**src/rtl/pcm_pkg.sv**
```systemverilog
// Package for the packed cell memory: word types, command codes, store geometry
// and the queue entry that links the front and back parts.
// Depends on nothing; every other file but pcm_ram imports it.
package pcm_pkg;

	// Store geometry.
	localparam int STORE_WORDS = 4096;
	localparam int ADDR_W      = (STORE_WORDS > 1) ? $clog2(STORE_WORDS) : 1;
	localparam int DATA_W      = 64;

	// Depth of the queue between the front and back parts (a power of two).
	localparam int QUEUE_DEPTH = 2;
	localparam int QPTR_W      = (QUEUE_DEPTH > 1) ? $clog2(QUEUE_DEPTH) : 1;

	// Configuration register indexes and reset values.
	localparam logic REG_CELL_WIDTH  = 1'b0;
	localparam logic REG_TAPE_LENGTH = 1'b1;
	localparam logic [1:0]  CELL_WIDTH_RESET  = 2'd0;
	localparam logic [15:0] TAPE_LENGTH_RESET = 16'd30000;

	typedef enum logic [1:0] {
		CMD_GET = 2'd0,
		CMD_SET = 2'd1,
		CMD_INC = 2'd2,
		CMD_DEC = 2'd3
	} cmd_t;

	typedef struct packed {
		cmd_t        cmd;
		logic [15:0] cell_index;
		logic [63:0] write_value;
	} req_t;

	typedef struct packed {
		logic [63:0] cell_value;
		logic        range_error;
	} rsp_t;

	// One classified word as it waits between the two halves.
	typedef struct packed {
		cmd_t              cmd;
		logic              range_error;
		logic [ADDR_W-1:0] addr;
		logic [1:0]        width_sel;
		logic [2:0]        slot;
		logic [63:0]       write_value;
	} entry_t;

	// Status passed from the back part to the front part.
	typedef struct packed {
		logic clearing;
	} back_status_t;

	typedef enum logic [1:0] {
		BK_CLEAR = 2'd0,
		BK_IDLE  = 2'd1,
		BK_WAIT  = 2'd2
	} back_state_t;

endpackage

```
**src/rtl/pcm_queue.sv**
```systemverilog
// Short queue of classified words between the front and back parts.
// Depends on pcm_pkg.
module pcm_queue
	import pcm_pkg::*;
(
	input  logic   clk,
	input  logic   arst_n,
	input  logic   push,
	input  entry_t push_entry,
	input  logic   pop,
	output entry_t head,
	output logic   empty,
	output logic   full
);

	entry_t            slots_q [QUEUE_DEPTH];
	logic [QPTR_W-1:0] wr_ptr_q;
	logic [QPTR_W-1:0] rd_ptr_q;
	logic [QPTR_W:0]   count_q;

	assign empty = (count_q == '0);
	assign full  = (count_q == (QPTR_W+1)'(QUEUE_DEPTH));
	assign head  = slots_q[rd_ptr_q];

	always_ff @(posedge clk) begin
		if (push) begin
			slots_q[wr_ptr_q] <= push_entry;
		end
	end

	always_ff @(posedge clk or negedge arst_n) begin
		if (!arst_n) begin
			wr_ptr_q <= '0;
			rd_ptr_q <= '0;
			count_q  <= '0;
		end else begin
			if (push) begin
				wr_ptr_q <= wr_ptr_q + 1'b1;
			end
			if (pop) begin
				rd_ptr_q <= rd_ptr_q + 1'b1;
			end
			if (push && !pop) begin
				count_q <= count_q + 1'b1;
			end else if (pop && !push) begin
				count_q <= count_q - 1'b1;
			end
		end
	end

	// The producers must never overrun or underrun the queue.
	a_no_overrun: assert property (@(posedge clk) disable iff (!arst_n)
		push |-> (!full || pop))
		else $error("queue written while full");
	a_no_underrun: assert property (@(posedge clk) disable iff (!arst_n)
		pop |-> !empty)
		else $error("queue read while empty");
	a_count_bound: assert property (@(posedge clk) disable iff (!arst_n)
		count_q <= (QPTR_W+1)'(QUEUE_DEPTH))
		else $error("queue count beyond its depth");

endmodule

```
**config.mk**
```make
export PLATFORM = sky130hd
export DESIGN_NAME = pcm_queue
export DESIGN_NICKNAME = d
export VERILOG_FILES = /design/src/rtl/pcm_pkg.sv /design/src/rtl/pcm_queue.sv
export SDC_FILE = /design/constraint.sdc
export NUM_CORES = 1
export LEC_CHECK = 0
export BUFFER_PORTS_ARGS = -buffer_cell sky130_fd_sc_hd__buf_2
export CORE_MARGIN = 4
export CORE_UTILIZATION = 30
export DETAILED_ROUTE_END_ITERATION = 7
export PLACE_DENSITY = 0.54
export SYNTH_ARGS = -nofsm -noshare
export SYNTH_HDL_FRONTEND = slang
export SYNTH_SLANG_ARGS = --single-unit
```
**constraint.sdc**
```tcl
create_clock -name clk -period 5.3 [get_ports clk]
set_input_delay 0.795 -clock clk [delete_from_list [all_inputs] [get_ports clk]]
set_output_delay 0.795 -clock clk [all_outputs]
set_load 0.01 [all_outputs]
```
==> Word-level counts from Yosys, hierarchy flattened <==
Memory sizes are Yosys's and may differ from the RTL's.
Index checks and enable logic that the tools add are counted.
{ "totals": {"regBits": 4, "latchBits": 0, "ram_bits": 168, "mem_bits_ro": 0, "output_inout_bits": 86, "wordCells": 19, "n_memories": 1} }
{ "classes": {"add_sub_neg": 4, "n_mul": 0, "div_mod_pow": 0, "order_cmp": 0, "n_eq_ne": 1, "n_shift": 0, "n_mux": 4, "bitwise": 0, "reduce_logical": 6} }
{ "mem_list": {"columns": ["memory", "words", "word_bits", "read_ports", "rd_clocked_by_memory_dff", "wr", "line_no", "rtl"], "rows": [
  ["slots_q", 2, 84, 1, 0, 1, "pcm_queue.sv:16", "entry_t slots_q [QUEUE_DEPTH];"]
]} }
{ "op_table": {"columns": ["op", "count"], "rows": [
  ["2-bit two-way mux", 2],
  ["1-bit adder (second input constant)", 2],
  ["2-bit by 1-bit adder with 2-bit output (second input constant)", 1],
  ["2-bit equality test (second input constant)", 1],
  ["1-bit logical AND", 2],
  ["1-bit logical NOT", 2],
  ["2-bit logical NOT", 1],
  ["1-bit two-way mux", 2],
  ["2-bit nonzero test", 1],
  ["2-bit by 1-bit subtractor with 2-bit output (second input constant)", 1]
]} }

==> Depth between registers and ports, before layout <==
{ "depth": {"word_depth": 4, "ltp_mapped": 5} }

==> Worst setup path after synthesis <==
Ideal clock, no wire load.
{ "synth_timing": {"path_kind": "input to register", "startpoint": "in push", "endpoint": "mem slots_q[0][0] (netlist name) (enable)", "setup_time_ns": 0.537, "arrival_ns": 4.464, "setup_slack_ns": 0.299, "cell_stages": 1, "path_buffers": 0, "cell_sequence": "nor2b_1"} }
{ "synth_between": {"elab_chain_len": 2} }
{ "synth_rtl": {"columns": ["item", "line_no", "rtl"], "rows": [
  ["from (decl)", "pcm_queue.sv:8", "input logic push,"],
  ["1-bit two-way mux", "pcm_queue.sv:26", "if (push) begin"],
  ["1-bit two-way mux (implied by the code)", "pcm_queue.sv:27", "slots_q[wr_ptr_q] <= push_entry;"],
  ["to (decl)", "pcm_queue.sv:16", null]
]} }
Every way passes these cells.

==> flow_summary.json <==
{
  "die_x_um": 152,
  "worstPathCellList": "mux2_2 > buf_2",
  "critPathMaxFanout": 85,
  "max_stage_delay_ns": 1.20,
  "ant_nets": 0,
  "gp_congestion": 0.692,
  "syn_avg_cell_area_um2": 22.6,
  "rows": 52,
  "io-pin-count": 174,
  "cts_buffer_depth": 2,
  "post_dp_cell_area_mm2": 0.00741,
  "clkLatencyLatePin_ns": 0.41,
  "grt_start_max_net_pins": 86,
  "relSlewSlack": 0.213,
  "grt_pass1_vias": 3540,
  "via_count": 3164,
  "setup_violations": 0,
  "setup_slack_ns": 2.28,
  "arrival_ns": 2.23,
  "numCtsBuffers": 17,
  "drt_first_pass_iters": 4,
  "netlist_instances": 277,
  "final_util": 0.394,
  "antennaDiodeCount": 0,
  "crit_type": "flop to output pin",
  "rsz0062_at_grt": "no",
  "final-hold-violation-count": 0,
  "synth.area.top_cells": "edfxtp_1 81%, mux2_1 9.0%, mux2_2 6.1%",
  "yosysUniqueCellTypes": 14,
  "max-cap-violations": 0,
  "cp-end-kind": "output pin",
  "grt_usage": 0.104,
  "dp_hpwl_um": 7480,
  "antenna_found_initial": 1,
  "clkTransAtPathRegs_ns": 0.06,
  "hold_class": "input port to async pin",
  "reg2reg_to": "slots_q[1][61]",
  "critPathTopFamily": "flip-flops",
  "synth_edf_count": 168,
  "yosysMostFrequentCell": "edfxtp_1",
  "syn_area_mm2": 0.00626,
  "max_freq_mhz": 331,
  "drt_iter0_drc": 96,
  "fin_crit_sh": 0.570,
  "overflow": 0,
  "yosys.area.top_type_share": 0.806,
  "cts_root_buffer": "clkbuf_16",
  "yosysSeqAreaShare": 0.822,
  "finalCriticalPeriod_ns": 3.02,
  "dp_slack_ns": 2.64,
  "wire_per_inst_um": 16.0,
  "power.density_mw_per_mm2": 532,
  "dp.cells": 713,
  "wirelength_um": 11900,
  "drive_above_1_share": 0.507,
  "io_buffers": 173,
  "r2r_slack_ns": 3.31,
  "ys_ff_latch": 172,
  "tns_ns": 0,
  "synthFlopType": "edfxtp_1",
  "cts_tree": "yes",
  "core-area_mm2": 0.0204,
  "crit_required_ns": 4.51,
  "worstMarginPinSlew_ns": 1.18,
  "wl_met2_um": 6240,
  "wl_met3_um": 920,
  "r2r_start": "wr_ptr_q",
  "top_layer": "met5",
  "status": "finished clean",
  "slew_viol_final": 0,
  "stdcell_area_mm2": 0.00803,
  "htree_levels": 4,
  "post_cts_buffers": 0,
  "cts_resized": 0,
  "power.leakage_nw": 3.00,
  "netlist.top_cell.by_area": "edfxtp_1",
  "initial_utilization": 0.307,
  "drc": 0,
  "dieHeight_um": 152,
  "vias_per_cell": 4.25,
  "synthArstFlopShare": 0.0233,
  "crit_cells": 2,
  "skew_ns": 0.00607,
  "die-area_mm2": 0.0232,
  "synth_warnings": 0,
  "postCtsHoldBufs": 0,
  "reg2reg_depth": 2,
  "cts_num_sinks": 172,
  "area_growth_pct": 28.4,
  "wl_met1_um": 4650,
  "instances_no_fill": 745,
  "synthesis.nets": 366,
  "cp-start-kind": "flop",
  "slowest_stage": "dfrtp_4",
  "path_buf_inv": 1,
  "fin_nets": 551,
  "grt_pass1_wl_um": 18700,
  "vdd_ir_drop_max_v": 0.000284,
  "yosys-top-cells-count": "168 x edfxtp_1, 50 x mux2_1, 34 x mux2_2, 5 x buf_6"
}
==> cell families (layout without fill, tap and decap cells) <==
group	after synthesis	after routing	synth area share
flip-flops	172	172	0.822
multiplexers	84	84	0.151
buffers and inverters	10	208	0.0132
XOR/XNOR	5	5	0.00700
AND/OR/NAND/NOR	5	5	0.00420
adder cells (fa/ha/maj)	1	1	0.00200
==> registers in the layout, indices dropped and copies added, names as in the netlist <==
register,flops
count_q,2
slots_q,168
rd_ptr_q,1
wr_ptr_q,1
==> cell usage in the layout, fill, tap and decap left out, types with 3 or more instances in the layout <==
cell / synthesis / layout
buf_2: 3 / 173
edfxtp_1: 168 / 168
mux2_1: 50 / 50
mux2_2: 34 / 34
clkbuf_16: 0 / 17
xor2_1: 4 / 4
bufinv_16: 0 / 4
inv_6: 0 / 4
dfrtp_1: 4 / 3
==> report_power, final <==
| group | internal, mW | switching, mW | total [mW] |
|---|---|---|---|
| registers | 1.81 | 0.187 | 1.99 |
| logic | 0.469 | 0.496 | 0.965 |
| clock network | 0.794 | 0.515 | 1.31 |
==> worst register-to-register path: stages (launching register included) <==
cell and delay, ns:
dfrtp_1 0.42, and2_4 0.56, buf_4 0.63
==> how the worst max path moves through the flow <==
stage | slack (ns) | from | end
final | 2.28 | rd_ptr_q | head[64]
after global routing | 2.11 | rd_ptr_q | head[53]
after detailed placement | 2.64 | rd_ptr_q | head[65]
after floorplan | 0.30 | push | slots_q[0][0]
after global placement | 2.67 | rd_ptr_q | head[80]
after CTS | 2.16 | rd_ptr_q | head[64]
==> metrics by stage <==
stage                     hold WS (ns)  power (mW)
after detailed placement         0.500        3.03
after floorplan                  0.455        2.62
final                            0.177        4.27
after global routing             0.156        4.51
after CTS                        0.144        4.38
after global placement           0.474        3.02
==> layer usage <==
metal	vias up	global-route usage
li1	1465	-
met1	1585	0.111
met2	104	0.182
met3	8	0.0483
met4	2	0.0347
met5	-	0
==> area by class of cell <==
class                      count  area (um2)
fill                        1892       12300
sequential                   172        5150
multi-input combinational     95        1040
timing repair buffer         175         881
clock buffer                  19         433
tap                          270         338
clock inverter                13         188
inverter                       1        3.75
(Power assumes the default switching activity.)
