[config.mk]
export PLATFORM = sky130hd
export DESIGN_NAME = pcm_front
export DESIGN_NICKNAME = d
export VERILOG_FILES = /design/src/rtl/pcm_pkg.sv /design/src/rtl/pcm_front.sv
export SDC_FILE = /design/constraint.sdc
export NUM_CORES = 1
export LEC_CHECK = 0
export BUFFER_PORTS_ARGS = -buffer_cell sky130_fd_sc_hd__buf_2
export CORE_AREA = 2 2 94 96
export CTS_BUF_LIST = sky130_fd_sc_hd__clkbuf_16
export DETAILED_ROUTE_END_ITERATION = 10
export DIE_AREA = 0 0 96 98
export SYNTH_ARGS = -nofsm -noshare
export SYNTH_HDL_FRONTEND = slang
export SYNTH_SLANG_ARGS = --single-unit
export TNS_END_PERCENT = 20
[constraint.sdc]
create_clock -name clk -period 4.7 [get_ports clk]
set_input_delay 0.705 -clock clk [delete_from_list [all_inputs] [get_ports clk]]
set_output_delay 0.705 -clock clk [all_outputs]
set_load 0.02 [all_outputs]
[src/rtl/pcm_pkg.sv]
// Package for the packed cell memory: word types, command codes, store geometry
// and the queue entry that links the front and back parts.
// Depends on nothing; every other file but pcm_ram imports it.
package pcm_pkg;

	// Store geometry.
	localparam int STORE_WORDS = 4096;
	localparam int ADDR_W      = (STORE_WORDS > 1) ? $clog2(STORE_WORDS) : 1;
	localparam int DATA_W      = 64;

	// Depth of the queue between the front and back parts (a power of two).
	localparam int QUEUE_DEPTH = 2;
	localparam int QPTR_W      = (QUEUE_DEPTH > 1) ? $clog2(QUEUE_DEPTH) : 1;

	// Configuration register indexes and reset values.
	localparam logic REG_CELL_WIDTH  = 1'b0;
	localparam logic REG_TAPE_LENGTH = 1'b1;
	localparam logic [1:0]  CELL_WIDTH_RESET  = 2'd0;
	localparam logic [15:0] TAPE_LENGTH_RESET = 16'd30000;

	typedef enum logic [1:0] {
		CMD_GET = 2'd0,
		CMD_SET = 2'd1,
		CMD_INC = 2'd2,
		CMD_DEC = 2'd3
	} cmd_t;

	typedef struct packed {
		cmd_t        cmd;
		logic [15:0] cell_index;
		logic [63:0] write_value;
	} req_t;

	typedef struct packed {
		logic [63:0] cell_value;
		logic        range_error;
	} rsp_t;

	// One classified word as it waits between the two halves.
	typedef struct packed {
		cmd_t              cmd;
		logic              range_error;
		logic [ADDR_W-1:0] addr;
		logic [1:0]        width_sel;
		logic [2:0]        slot;
		logic [63:0]       write_value;
	} entry_t;

	// Status passed from the back part to the front part.
	typedef struct packed {
		logic clearing;
	} back_status_t;

	typedef enum logic [1:0] {
		BK_CLEAR = 2'd0,
		BK_IDLE  = 2'd1,
		BK_WAIT  = 2'd2
	} back_state_t;

endpackage

[src/rtl/pcm_front.sv]
// Front part: configuration registers, request acceptance and classification
// of each request into a store address, slot and range verdict.
// Depends on pcm_pkg.
module pcm_front
	import pcm_pkg::*;
(
	input  logic         clk,
	input  logic         arst_n,
	// Configuration port.
	input  logic         psel,
	input  logic         penable,
	input  logic         pwrite,
	input  logic [2:0]   paddr,
	input  logic [31:0]  pwdata,
	output logic [31:0]  prdata,
	output logic         pready,
	// Request channel.
	input  logic         req_valid,
	output logic         req_stall,
	input  req_t         req,
	// Towards the queue.
	output logic         push,
	output entry_t       push_entry,
	input  logic         queue_full,
	input  back_status_t back_status
);

	logic [1:0]  cell_width_sel_q;
	logic [15:0] tape_length_q;
	logic        cfg_write;
	logic        reg_sel;
	logic [15:0] word_idx;
	logic [16:0] word_wide;
	logic [2:0]  slot_mask;

	assign pready    = 1'b1;
	assign reg_sel   = paddr[2];
	assign cfg_write = psel && penable && pwrite && pready;

	always_ff @(posedge clk or negedge arst_n) begin
		if (!arst_n) begin
			cell_width_sel_q <= CELL_WIDTH_RESET;
			tape_length_q    <= TAPE_LENGTH_RESET;
		end else if (cfg_write) begin
			unique case (reg_sel)
				REG_CELL_WIDTH:  cell_width_sel_q <= pwdata[1:0];
				REG_TAPE_LENGTH: tape_length_q    <= pwdata[15:0];
				default: ;
			endcase
		end
	end

	always_comb begin
		prdata = '0;
		unique case (reg_sel)
			REG_CELL_WIDTH:  prdata = {30'd0, cell_width_sel_q};
			REG_TAPE_LENGTH: prdata = {16'd0, tape_length_q};
			default:         prdata = '0;
		endcase
	end

	// Requests wait while the queue is full or the store is being cleared.
	assign req_stall = queue_full || back_status.clearing;
	assign push      = req_valid && !req_stall;

	// Cells per word is 8 >> sel, so the word index is the cell index shifted
	// right by 3 - sel and the slot is the remaining low bits.
	assign word_idx  = req.cell_index >> (2'd3 - cell_width_sel_q);
	assign word_wide = {1'b0, word_idx};
	assign slot_mask = 3'(4'd8 >> cell_width_sel_q) - 3'd1;

	always_comb begin
		push_entry.cmd         = req.cmd;
		push_entry.range_error = (req.cell_index >= tape_length_q)
			|| (word_wide >= 17'(STORE_WORDS));
		push_entry.addr        = word_idx[ADDR_W-1:0];
		push_entry.width_sel   = cell_width_sel_q;
		push_entry.slot        = req.cell_index[2:0] & slot_mask;
		push_entry.write_value = req.write_value;
	end

endmodule

=== Word level (Yosys, flattened, before mapping) ===
Index checks and enable logic that the tools add are counted.

* Word-level logic and storage cells: 19
* Flip-flop bits (word level): 18
* Bits of input ports: 125

* $lt $le $gt $ge: 2
* Muxes and demuxes: 1
* Reduce and logical (&&, ||, !) cells: 8
* Add/subtract/negate cells: 2
* Shift operators: 2
* Bitwise operators: 2

{| class="wikitable"
|+ Operators with widths
! operator !! number
|-
| one-hot mux 32 bit (2 select lines) || 1
|-
| >= comparator 16 x 13 -> 1 bit (second input constant) || 1
|-
| >= comparator 16 bit || 1
|-
| >> shifter 16 x 2 -> 16 bit || 1
|-
| AND reduction 2 bit || 2
|-
| >> shifter 4 x 2 -> 3 bit (first input constant) || 1
|-
| bitwise AND 3 bit || 1
|-
| logical AND 1 bit || 3
|-
| subtractor 3 x 1 -> 3 bit (second input constant) || 1
|-
| logical OR 1 bit || 2
|-
| subtractor 2 bit (first input constant) || 1
|-
| logical NOT 1 bit || 1
|-
| inverter 1 bit || 1
|}

=== Logic depth before layout (Yosys ltp) ===
* Depth after elaboration: 4
* Depth in mapped cells: 6

=== Worst setup path before layout ===
No wires, ideal clock.

* Path kind: in2out
* From: input port req[64] in the netlist's numbering
* To: output port push_entry[81] in the netlist's numbering
* Cell stages on the path: 6
* Setup slack: 1.962 ns
* Buffers on the path: 0
* Required time: 3.995 ns
* Arrival time: 2.033 ns
* Cells stage by stage: inv_1 -> ha_1 -> nand2b_4 -> a2111o_1 -> a311oi_1 -> o311ai_1

{| class="wikitable"
|+ RTL lines
! item !! line !! text
|-
| start, declared || pcm_front.sv:20 || <nowiki>input req_t req,</nowiki>
|-
| end, declared || pcm_front.sv:23 || <nowiki>output entry_t push_entry,</nowiki>
|}

==> run summary <==
Number of diodes: 0
Clock slew at reported path FFs: 0.05 ns
Startpoint Class: input pin
Die Ht: 98 um
Part of the cycle the worst path needs: 0.6731
CP Buf/Inv Count: 3
Global-route wire length before repair: 7935 um
CTS max path bufs: 2
Max VDD drop: 0.0001825 V
MaxCap Viol Count: 0
Clk_lat worst skew: 0.25 ns
CP max stage cell: a2111o_1
CTS tree: built
Multi-input gate area: 1069 um2
Post-CTS Setup Inserts: 0
Worst path most repeated cell: buf_2
Routed WL: 5301 um
Leak: 1.084 nW
Synth top area share: 0.2873
EDFF count, synth: 0
Detail Route Antenna Nets: 0
Final net count: 368
Max transition margin: 0.3985
Synth unique cells: 31
Sequential cell area fraction in the yosys report: 0.2092
Area of the core: 8466 um2
HPWL Detailed: 4616 um
Vias post-DR: 1420
Synth area leaders: buf_4 (29%), dfrtp_1 (13%), mux4_2 (12%)
Kind of critical path: input pin to output port
Total global routing overflow: 0
Worst Tran Pin Value: 0.9022 ns
H-tree depth: 1
Num CTS Buffers: 3
Mapped Avg Cell Area: 9.930 um2
DRT iter0 DRCs: 52
RSZ-0062 raised after global routing: false
Crit path max fanout: 2
R2r worst-path depth: 1
Final Setup Violations: 0
Antenna violations before repair: 0
Largest net degree at the start of global routing: 21
Vias per cell: 4.251
Power Total: 784.9 uW
First-pass DRT Iterations: 3
Worst hold path class: input pin to asynchronous set/reset pin
Asr flop ratio synth: 1.000
Die area: 9408 um2
Status: complete, no violations
Req. time, crit path: 3.99 ns
Cell family with the largest share of critical-path delay: compound AO/OA/AOI/OAI gates
FP Rows: 34
Port buffer count: 76
Vias in the first global route: 1408
Count leader, synth: buf_4
DRC: 0
Initial Utilization: 0.2592
Largest stage delay, worst path: 0.42 ns
Synth Register Bits: 18
Setup TNS: 0 ns
Clock Skews: 0 ns
DR WL/cell: 15.87 um
RePlAce Congestion: 0.7401
Fill count: 897
Quantity of hold-fixing buffers added after cts: 0
Pwr dens: 359.1 nW/um2
Synth area leader: buf_4
Post-cts resize count: 0
Commonest cells post-synth: buf_4 (84), mux2_1 (18), inv_1 (17)
Final min period: 3.164 ns
CTS Root Buffer Type: clkbuf_16
CTS Sinks: 18
Layout cells sized above 1: 0.4602
Reg area: 459.2 um2
Critical-path cell list: buf_2 -> inv_1 -> ha_1 -> nand2b_4 -> a2111o_1 -> a311oi_1 -> o311ai_1 -> buf_2
CP Capture Type: output port
Post-synthesis cell area: 2195 um2
Ys Warns: 0
Fmax: 316.1 MHz
Top FF cell, synth: dfrtp_1
Ports: 244
Worst path depth: 8
CP arrival: 2.46 ns
Syn-to-layout area delta: -0.3989%
GRT Overall Usage: 0.1107
Post-Syn Instances: 221
Max Slew Vio Count: 0
Endpoints failing hold: 0
Die Wd: 96 um
==> where the power goes <==
part | total, mW | internal (mW) | switching (mW)
Clock | 0.174 | 0.113 | 0.0607
Sequential | 0.248 | 0.199 | 0.0496
Combinational | 0.363 | 0.167 | 0.196
Total | 0.785 | 0.479 | 0.306
==> layout make-up <==
| type | count | share of cell area |
|---|---|---|
| timing repair buffer | 76 | 0.1740 |
| inverter | 17 | 0.02919 |
| multi-input combinational | 111 | 0.4888 |
| tap | 108 | 0.06182 |
| clock buffer | 3 | 0.03434 |
| clock inverter | 1 | 0.001717 |
| sequential | 18 | 0.2101 |
==> layout by cell type, fill, tap and decap left out, types with 2 or more instances in the layout <==
cell and count:
ha_1 16, a21oi_1 7, o21ai_0 2, mux2_1 18, buf_2 76, mux4_2 12
clkbuf_16 3, a211o_1 2, nor2_1 2, mux2_2 2, and2_1 14, nand2_1 3
dfrtp_1 11, inv_1 17, nor2b_1 3, conb_1 17, dfstp_2 7
==> final timing paths <==
path / from / end / slack, ns
setup / recovery: req[64] / push_entry[81] / 1.54
max in group asynchronous: arst_n / tape_length_q[5]$_DFFE_PN1P_ / 3.98
hold / removal: arst_n / tape_length_q[11]$_DFFE_PN0P_ / 0.39
hold reg to reg: tape_length_q[2]$_DFFE_PN0P_ / tape_length_q[2]$_DFFE_PN0P_ / 0.51
min in group clk: tape_length_q[2]$_DFFE_PN0P_ / tape_length_q[2]$_DFFE_PN0P_ / 0.51
setup reg to reg: cell_width_sel_q[0]$_DFFE_PN0P_ / cell_width_sel_q[0]$_DFFE_PN0P_ / 3.41
==> sequential cells by signal (all words and copies together) (netlist names) <==
register,count
tape_length_q,16
cell_width_sel_q,2
==> per-stage QoR <==
stage | util | instances | hold slack, ns | cell area [um2] | setup slack [ns]
final | 0.2582 | 334 | 0.3895 | 2186 | 1.536
after global routing | 0.2582 | 334 | 0.4169 | 2186 | 1.443
after detailed placement | 0.2489 | 330 | 0.5064 | 2107 | 1.553
after CTS | 0.2582 | 334 | 0.4010 | 2186 | 1.539
after floorplan | - | 236 | 0.4094 | 2251 | 1.962
after global placement | 0.2489 | 330 | 0.4968 | 2107 | 1.555
==> cell families after synthesis <==
group	count (synthesis)	synth area share
DFF	18	0.2092
adders and majority gates	16	0.09122
and+or+nand+nor	29	0.08895
muxes	32	0.2258
other	2	0.003422
AOI/OAI and AO/OA	17	0.05188
buffers and inverters	107	0.3295
==> per-layer routing <==
metal  vias to the layer above  global-route usage  wire, um
li1                        659                   -         -
met1                       660              0.1186      1797
met2                        85              0.1955      2726
met3                        16             0.03241       579
met4                         0             0.05165       197
met5                         -                   0         0
Note: power is estimated with default switching activity, not from simulation.
